$ cat src/design/assert_macros.svh
// Assertion macros for the design files.
// Depends on nothing; each file that asserts includes it.
`ifndef ASSERT_MACROS_SVH
`define ASSERT_MACROS_SVH

// The condition must hold at every clock edge outside reset.
`define ASSERT_ALWAYS(label, clk, rst_n, cond, msg) \
    label: assert property (@(posedge clk) disable iff (!rst_n) (cond)) \
        else $error(msg);

// The antecedent implies the consequent in the same cycle.
`define ASSERT_IMPLY(label, clk, rst_n, ante, cons, msg) \
    label: assert property (@(posedge clk) disable iff (!rst_n) (ante) |-> (cons)) \
        else $error(msg);

`endif

$ cat src/design/rca_pkg.sv
// Package for the reference-counted compacting allocator.
// Holds widths, defaults, operation and status codes, and controller types.
package rca_pkg;

    localparam int POOL_BYTES_DEF  = 524288;
    localparam int MAX_OBJECTS_DEF = 256;
    localparam int REF_BITS_DEF    = 16;

    localparam int OP_W   = 3;
    localparam int SIZE_W = 20;
    localparam int ID_W   = 32;
    localparam int STAT_W = 3;
    localparam int AVAIL_W = 21;

    typedef enum logic [OP_W-1:0] {
        OP_INIT     = 3'd0,
        OP_DESTROY  = 3'd1,
        OP_INSERT   = 3'd2,
        OP_RETRIEVE = 3'd3,
        OP_ADD_REF  = 3'd4,
        OP_DROP_REF = 3'd5
    } t_op;

    typedef enum logic [STAT_W-1:0] {
        ST_OK       = 3'd0,
        ST_NOINIT   = 3'd1,
        ST_NOSPACE  = 3'd2,
        ST_NOTFOUND = 3'd3,
        ST_FULL     = 3'd4,
        ST_AGAIN    = 3'd5
    } t_status;

    typedef enum logic [2:0] {
        S_IDLE,
        S_PLACE,
        S_COMPACT,
        S_SCAN,
        S_EVAL,
        S_DONE
    } t_state;

    typedef struct packed {
        logic rotate;
        logic remove;
        logic insert;
    } t_cell_ctl;

endpackage

$ cat src/design/rca_cell.sv
// One table entry of the allocator's cell chain.
// Depends on rca_pkg for the control struct and ID width; loads from its right neighbor.
module rca_cell #(
    parameter int INDEX = 0,
    parameter int FW    = 20,
    parameter int RW    = 16,
    parameter int LW    = 9
) (
    input  logic                          i_clk,
    input  rca_pkg::t_cell_ctl            i_ctl,
    input  logic [LW-1:0]                 i_pos,
    input  logic [LW-1:0]                 i_live,
    input  logic [rca_pkg::ID_W-1:0]      i_nxt_id,
    input  logic [FW-1:0]                 i_nxt_size,
    input  logic [FW-1:0]                 i_nxt_ofs,
    input  logic [RW-1:0]                 i_nxt_refs,
    input  logic [rca_pkg::ID_W-1:0]      i_ins_id,
    input  logic [FW-1:0]                 i_ins_size,
    input  logic [FW-1:0]                 i_ins_ofs,
    output logic [rca_pkg::ID_W-1:0]      o_id,
    output logic [FW-1:0]                 o_size,
    output logic [FW-1:0]                 o_ofs,
    output logic [RW-1:0]                 o_refs
);

    logic [rca_pkg::ID_W-1:0] r_id;
    logic [FW-1:0]            r_size;
    logic [FW-1:0]            r_ofs;
    logic [RW-1:0]            r_refs;
    logic                     w_take;
    logic                     w_ins;

    assign w_ins  = i_ctl.insert && (i_live == LW'(INDEX));
    assign w_take = i_ctl.rotate || (i_ctl.remove && (LW'(INDEX) >= i_pos));

    always_ff @(posedge i_clk) begin
        if (w_ins) begin
            r_id   <= i_ins_id;
            r_size <= i_ins_size;
            r_ofs  <= i_ins_ofs;
            r_refs <= RW'(1);
        end else if (w_take) begin
            r_id   <= i_nxt_id;
            r_size <= i_nxt_size;
            r_ofs  <= i_nxt_ofs;
            r_refs <= i_nxt_refs;
        end
    end

    assign o_id   = r_id;
    assign o_size = r_size;
    assign o_ofs  = r_ofs;
    assign o_refs = r_refs;

endmodule

$ cat config.mk
export PLATFORM = sky130hd
export DESIGN_NAME = rca_cell
export DESIGN_NICKNAME = d
export VERILOG_FILES = /design/src/design/assert_macros.svh /design/src/design/rca_pkg.sv /design/src/design/rca_cell.sv
export SDC_FILE = /design/constraint.sdc
export NUM_CORES = 1
export LEC_CHECK = 0
export ABC_AREA = 1
export BUFFER_PORTS_ARGS = -buffer_cell sky130_fd_sc_hd__buf_4
export CAP_MARGIN = 20
export CORE_AREA = 2 2 106 108
export CTS_CLUSTER_DIAMETER = 100
export CTS_CLUSTER_SIZE = 30
export DETAILED_ROUTE_END_ITERATION = 8
export DIE_AREA = 0 0 108 110
export GPL_TIMING_DRIVEN = 1
export PLACE_DENSITY = 0.79
export SETUP_SLACK_MARGIN = 0.3
export SYNTH_ARGS = -nofsm -noshare
export SYNTH_HDL_FRONTEND = slang
export SYNTH_SLANG_ARGS = --single-unit
$ cat constraint.sdc
create_clock -name i_clk -period 3.28 [get_ports i_clk]
set_input_delay 0.328 -clock i_clk [delete_from_list [all_inputs] [get_ports i_clk]]
set_output_delay 0.328 -clock i_clk [all_outputs]
set_load 0.02 [all_outputs]
==> flow_summary.yaml, run 1 <==
worst_setup_path:
  cp_cell_sequence: "buf_4 > nor2_1 > nand3_1 > nor2_1 > nor2_1 > buf_4 > nand2_4"
  critPathRequiredTime_ps: 3240
  cpMaxStageDelayCell: "nand2_4"
  r2r_end: "o_refs[3]$_SDFFE_PP0P_"
  reg2reg_from: "o_refs[3]$_SDFFE_PP0P_"
  setup.worst_path.start_class: "primary input"
  crit_buf_inv: 2
  cp-end-kind: "flop"
  cp_common_cell: "nor2_1"
  crit_arrival_ps: 1770
  critical-path-top-delay-family: "simple AND/OR/NAND/NOR gates"
  ff2ff_path_depth: 4
  crit_type: "in -> reg"
  max_stage_delay_ps: 660
  r2r_slack_ps: 2590
  path_max_fanout: 72
cells_and_area:
  instances_no_fill: 843
  fillCellCount: 894
  syn2layout_area_growth_pct: 62.1
  nets: 880
  antenna_cells: 0
  drive_above_1_share_pct: 41.3
clocking:
  clk_pin_slew_ps: 80
  cts.repair.resized: 0
  cts.htree.levels: 3
  cts_num_sinks: 88
  cts_made_buffers: 9
  post-cts-setup-buffers: 0
  clockRootBuffer: "clkbuf_8"
  clk_latency_ps: 350
  cts_buffer_depth: 2
  cts_hold_buf: 0
  cts_tree: "done"
global_routing:
  grt_usage_pct: 17.7
  grt_pass1_vias: 3499
  grt_pass1_wl_um: 16000
  antenna_found_initial: 0
  gr-total-overflow: 0
  grt_max_degree: 74
logic_synthesis:
  synthMuxAreaShare_pct: 0
  syn-num-nets: 614
  yosysSeqAreaShare_pct: 64.7
  yosysUniqueCellTypes: 16
  syn_area_um2: 3830
  yosys.area_share.adder_pct: 0
  ys_ff_latch: 88
  syn_inst: 432
  syn-mean-instance-area_um2: 8.88
  synthSimpleGateAreaFrac_pct: 30.7
  synth_top_family_by_area: "simple AND/OR/NAND/NOR gates"
  synth_compound_area_share_pct: 0.131
  yosys.area_share.xor_xnor_pct: 0
  yosys_warnings: 0
floorplanning:
  die_x_um: 108
  num_rows: 38
  initial_core_util_pct: 35.8
  die_y_um: 110
  die-area_um2: 11900
  core_area_um2: 10700
  top_level_ports: 270
placement:
  dp_worst_setup_slack_ps: 1100
  dpl.hpwl_um: 8560
  port_buffers: 269
  place_congestion: 0.874
  placedCellCount: 826
hold_path:
  min_delay_path_depth: 3
  min_from: "i_nxt_refs[7]"
  hold_class: "in -> reg"
  whs_endpoint: "o_refs[7]$_SDFFE_PP0P_"
pwr:
  p_leak_nw: 3.21
  ir_drop_v: 0.000184
  p_per_area_nw_per_um2: 434
timing:
  tightest_slew_ps: 906
  relSlewSlack_pct: 39.6
  fin_crit_ps: 1800
  finClkSkew_ps: 0
  fmaxAchievable_mhz: 555
  rsz0062_at_grt: "no"
  setup_tns_ps: 0
  setup_viol_count_final: 0
  drv_slew: 0
  fin_crit_sh_pct: 55.0
  finalHoldViolCount: 0
  timing.hold.ws_ps: 204
  postLayoutSetupSlackWorst_ps: 1480
drt:
  route.detailed.drc: 0
  dr_total_vias: 3802
  detail-route-antenna-nets: 0
  avgViaCountPerCell: 4.51
  drt-pass1-iter-count: 7
  drt-total-wl_um: 11000
  routedWlPerCell_um: 13.1
  drt_iter0_drc: 225
job:
  cap_violations: 0
outcome:
  status: "finished, final reports clean"
-- cells in the final DEF, fill, tap and decap left out, drive strengths merged --
cell type	netlist	layout
buf	16	273
nand2	237	237
edfxtp	72	72
nor2	43	43
inv	22	22
nand3	19	19
dfxtp	16	16
clkbuf	2	13
bufinv	0	2
nand4	1	1
nor3	1	1
nand3b	1	1
nor2b	1	1
o21ai	1	1
clkinv	0	1
-- metrics by stage --
step                      instance area, µm²  util (%)  power (W)
after floorplan                         3830         -    0.00157
after global placement                  5970      55.8    0.00190
after detailed placement                5970      55.8    0.00191
after CTS                               6200      57.9    0.00272
after global routing                    6220      58.1    0.00281
final                                   6220      58.1    0.00270
-- report_power, final --
group | switching [W] | internal (W) | total [W] | leakage (nW)
Sequential | 0.0000323 | 0.00131 | 0.00134 | 0.840
Combinational | 0.000258 | 0.000277 | 0.000535 | 2.26
Clock | 0.000353 | 0.000471 | 0.000823 | 0.114
Total | 0.000643 | 0.00206 | 0.00270 | 3.21
-- flip-flops by register name, summed over array words and instances, names as in the netlist --
| register | count |
|---|---|
| o_id | 32 |
| o_ofs | 20 |
| o_refs | 16 |
| o_size | 20 |
-- per-layer routing --
| layer | track usage, % | share of wire [%] | up-vias | wire (µm) |
|---|---|---|---|---|
| met5 | 0 | 0 | - | 0 |
| met4 | 9.89 | 3.4 | 0 | 377 |
| met3 | 4.47 | 9.7 | 29 | 1070 |
| met2 | 31.9 | 51 | 213 | 5600 |
| met1 | 18.8 | 36 | 1671 | 3980 |
| li1 | - | - | 1889 | - |
-- worst min-delay path, delay by kind of cell --
family | cells | cell delay, ps
buffers and inverters | 1 | 80
and+or+nand+nor | 2 | 110
-- logic make-up (layout without fill, tap and decap cells) --
group | after synthesis | after routing
buf+inv | 40 | 311
flops | 88 | 88
simple gates | 303 | 303
compound gates | 1 | 1
-- worst max-delay path by stage --
stage,cells after the start,slack [ps],end,startpoint
5_1_grt,7,1310,o_size[18]$_DFFE_PP_,i_pos[1]
2_1_floorplan,5,300,o_id[0]$_DFFE_PP_,i_live[3]
4_1_cts,6,1480,o_id[31]$_DFFE_PP_,i_live[1]
6_report,7,1480,o_size[18]$_DFFE_PP_,i_pos[3]
3_3_place_gp,6,1150,o_id[15]$_DFFE_PP_,i_live[3]
3_5_place_dp,6,1100,o_id[15]$_DFFE_PP_,i_live[3]
-- final cells by class --
type                    instances  area (µm²)  area share, %
well taps                     140         175           2.82
multi-input cells             304        1190           19.2
flip-flops and latches         88        2480           39.9
clock buffers                  13         159           2.56
repair buffers                273        2060           33.2
inverters                      22        82.6           1.33
clock inverters                 3        65.1           1.05
-- cells in the mapped netlist --
library cell  number  area (µm²)
inv_2              1        3.75
o21ai_0            1        5.00
nand3_1           19        95.1
nand3b_1           1        7.51
nor2_4             1        11.3
nor3_1             1        5.00
nor2_1            42         158
inv_1             21        78.8
clkbuf_1           2        7.51
edfxtp_1          72        2160
nand2_1          237         890
nor2b_1            1        6.26
buf_2             15        75.1
nand4_1            1        6.26
dfxtp_1           16         320
buf_1              1        3.75
Note: power is estimated with default switching activity, not from simulation.
==> run 2: changes to the inputs <==
- ABC_AREA: 1 -> 0
- CORE_AREA: 2 2 106 108 -> 2 2 105 107
- DIE_AREA: 0 0 108 110 -> 0 0 107 109
- PLACE_DENSITY: 0.79 -> 0.84
- clock period: 3.28 -> 1.9 ns (I/O delays scaled with it)
==> flow_summary.yaml, run 2 <==
cells_and_area:
  drive_above_1_share_pct: 71.7
  fillCellCount: 779
  final_core_util_pct: 63.5
  nets: 696
  final_cell_mix: "buf_4 (271), edfxtp_1 (72), mux2_4 (69)"
  postLayoutCellArea_um2: 6730
  layout_commonest_cell: "buf_4"
  syn2layout_area_growth_pct: 61.9
  largest_reg_flops: 32
  antenna_cells: 0
floorplanning:
  initial_core_util_pct: 39.2
  die_x_um: 107
  die-area_um2: 11700
  num_rows: 38
  core_area_um2: 10600
  top_level_ports: 270
  die_y_um: 109
worst_setup_path:
  crit_arrival_ps: 1790
  r2r_end: "o_refs[0]$_SDFFE_PP1P_"
  cpMaxStageDelayCell: "or4_4"
  crit_path_end: "o_id[31]$_DFFE_PP_"
  r2r_slack_ps: 1110
  setup.worst_path.start_class: "primary input"
  reg2reg_from: "o_refs[0]$_SDFFE_PP1P_"
  worstSetupStartpoint: "i_live[1]"
  cp_cell_sequence: "buf_6 > or4_4 > or3_4 > buf_12 > mux2_1"
  ff2ff_path_depth: 3
  critPathRequiredTime_ps: 1990
  path_max_fanout: 24
  cp-end-kind: "flop"
  max_stage_delay_ps: 520
  crit_type: "in -> reg"
timing:
  postLayoutSetupSlackWorst_ps: 195
  drv_slew: 0
  relSlewSlack_pct: 66.5
  timing.hold.ws_ps: 96.3
  finalHoldViolCount: 0
  fin_crit_ps: 1700
  fmaxAchievable_mhz: 587
  finClkSkew_ps: 0
  setup_viol_count_final: 0
  rsz0062_at_grt: "yes"
  tightest_slew_ps: 501
  fin_crit_sh_pct: 89.7
placement:
  place_area_um2: 6380
  port_buffers: 269
  place_congestion: 0.784
  dpl.hpwl_um: 9290
  dp_worst_setup_slack_ps: -203
logic_synthesis:
  ys_top_cells_by_area: "edfxtp_1 (52%), mux2_4 (25%), dfxtp_1 (7.7%)"
  synth_most_common_cell: "edfxtp_1"
  syn_inst: 240
  yosysUniqueCellTypes: 20
  ys_ff_latch: 88
  yosys_warnings: 0
  ys_async_sr_fraction_pct: 0
  synth_top_area_share_pct: 52.0
  yosysTopAreaCell: "edfxtp_1"
  synth_edf_count: 72
  ys_dominant_reg_cell: "edfxtp_1"
  synth_common_cells: "edfxtp_1 (72), mux2_4 (69), o31ai_1 (32)"
  syn_area_um2: 4160
  yosysSeqAreaShare_pct: 59.7
  syn-mean-instance-area_um2: 17.3
  syn-num-nets: 422
pwr:
  power.share.clock_pct: 29.6
  pwr-share-comb_pct: 22.0
  p_per_area_nw_per_um2: 712
  p_leak_nw: 3.21
  p_seq_share_pct: 48.3
  netSwitchingFraction_pct: 24.8
  ir_drop_v: 0.000361
  p_sw_w: 0.00119
  p_int_w: 0.00361
clocking:
  clk_pin_slew_ps: 90
  clockRootBuffer: "clkbuf_8"
  clk_latency_ps: 340
  cts_tree: "done"
  cts.htree.levels: 3
  cts_made_buffers: 9
  cts_buffer_depth: 2
  cts_hold_buf: 0
  cts_num_sinks: 88
drt:
  route.detailed.drc: 0
  routedWlPerCell_um: 18.4
  drt_iter0_drc: 156
  dr_total_vias: 3190
  detail-route-antenna-nets: 0
  drt-pass1-iter-count: 4
  drt-total-wl_um: 12100
  avgViaCountPerCell: 4.84
job:
  cap_violations: 0
global_routing:
  grt_pass1_vias: 3297
  grt_pass1_wl_um: 17700
  grt_max_degree: 33
  gr-total-overflow: 0
  grt_usage_pct: 20.1
  antenna_found_initial: 0
hold_path:
  hold_class: "in -> reg"
outcome:
  status: "finished, final reports clean"
[run 2: cell types whose count changed after synthesis, moves of 2 or more]
cell and delta:
nand2_1 -236, mux2_4 +69, nor2_1 -41, o31ai_1 +32, inv_1 -19, nand3_1 -19, mux2i_1 +15, buf_2 -14
clkbuf_1 +9, buf_6 +8, mux2_1 +3, or4_1 +2
[run 2: worst max-delay path: cells and delay by family]
family	cells	cell delay (ps)
muxes	1	340
and+or+nand+nor	2	960
buffers and inverters	2	290
[run 2: repair_timing]
item | in CTS | in global routing
cloned | 2 | 0
setup buffers | 2 | 0
hold endpoints to repair | 0 | 0
resized for setup | 9 | 1
setup endpoints to repair | 144 | 143
[run 2: how the worst min path moves through the flow]
stage                               to               startpoint  depth (start not counted)
5_1_grt        o_refs[13]$_SDFFE_PP0P_           i_nxt_refs[13]                          3
3_3_place_gp   o_refs[14]$_SDFFE_PP0P_  o_refs[14]$_SDFFE_PP0P_                          2
4_1_cts        o_refs[11]$_SDFFE_PP0P_           i_nxt_refs[11]                          3
3_5_place_dp   o_refs[11]$_SDFFE_PP0P_           i_nxt_refs[11]                          3
2_1_floorplan  o_refs[10]$_SDFFE_PP0P_           i_nxt_refs[10]                          2
6_report       o_refs[11]$_SDFFE_PP0P_           i_nxt_refs[11]                          3
[run 2: cell type report]
| type | instances | area, µm² | share of cell area [%] |
|---|---|---|---|
| multi-input cells | 129 | 1560 | 23.2 |
| flip-flops and latches | 88 | 2480 | 36.9 |
| well taps | 140 | 175 | 2.60 |
| clock inverters | 5 | 81.3 | 1.21 |
| repair buffers | 284 | 2290 | 34.0 |
| inverters | 2 | 7.51 | 0.112 |
| clock buffers | 11 | 131 | 1.95 |
[run 2: power groups by stage]
stage / sequential, W / combinational, W / clock, W
after detailed placement: 0.00236 / 0.00103 / 0
final: 0.00232 / 0.00106 / 0.00142
after global placement: 0.00235 / 0.00100 / 0
after floorplan: 0.00256 / 0.000219 / 0
after CTS: 0.00232 / 0.00106 / 0.00145
after global routing: 0.00233 / 0.00111 / 0.00150
[run 2: per-layer routing]
layer	GRT usage [%]	vias up	part of all wire [%]
met1	20.5	1521	33
met4	8.44	0	2.8
met2	38.4	154	56
met3	5.44	24	8.3
li1	-	1491	-
met5	0	-	0
[run 2: cell families (layout without fill, tap and decap cells)]
family,Yosys count,in the layout,share of synthesized area (%)
muxes,88,88,29.6
AOI/OAI and AO/OA,33,33,5.93
and+or+nand+nor,8,8,1.20
DFF,88,88,59.7
buffers and inverters,23,302,3.55
[run 2: stage by stage]
stage | setup TNS (ps) | total power, W | instances
floorplan | -29660 | 0.00278 | 240
global placement | -21910 | 0.00336 | 639
detailed placement | -22690 | 0.00339 | 639
CTS | 0 | 0.00483 | 659
global route | 0 | 0.00495 | 659
finish | 0 | 0.00479 | 659
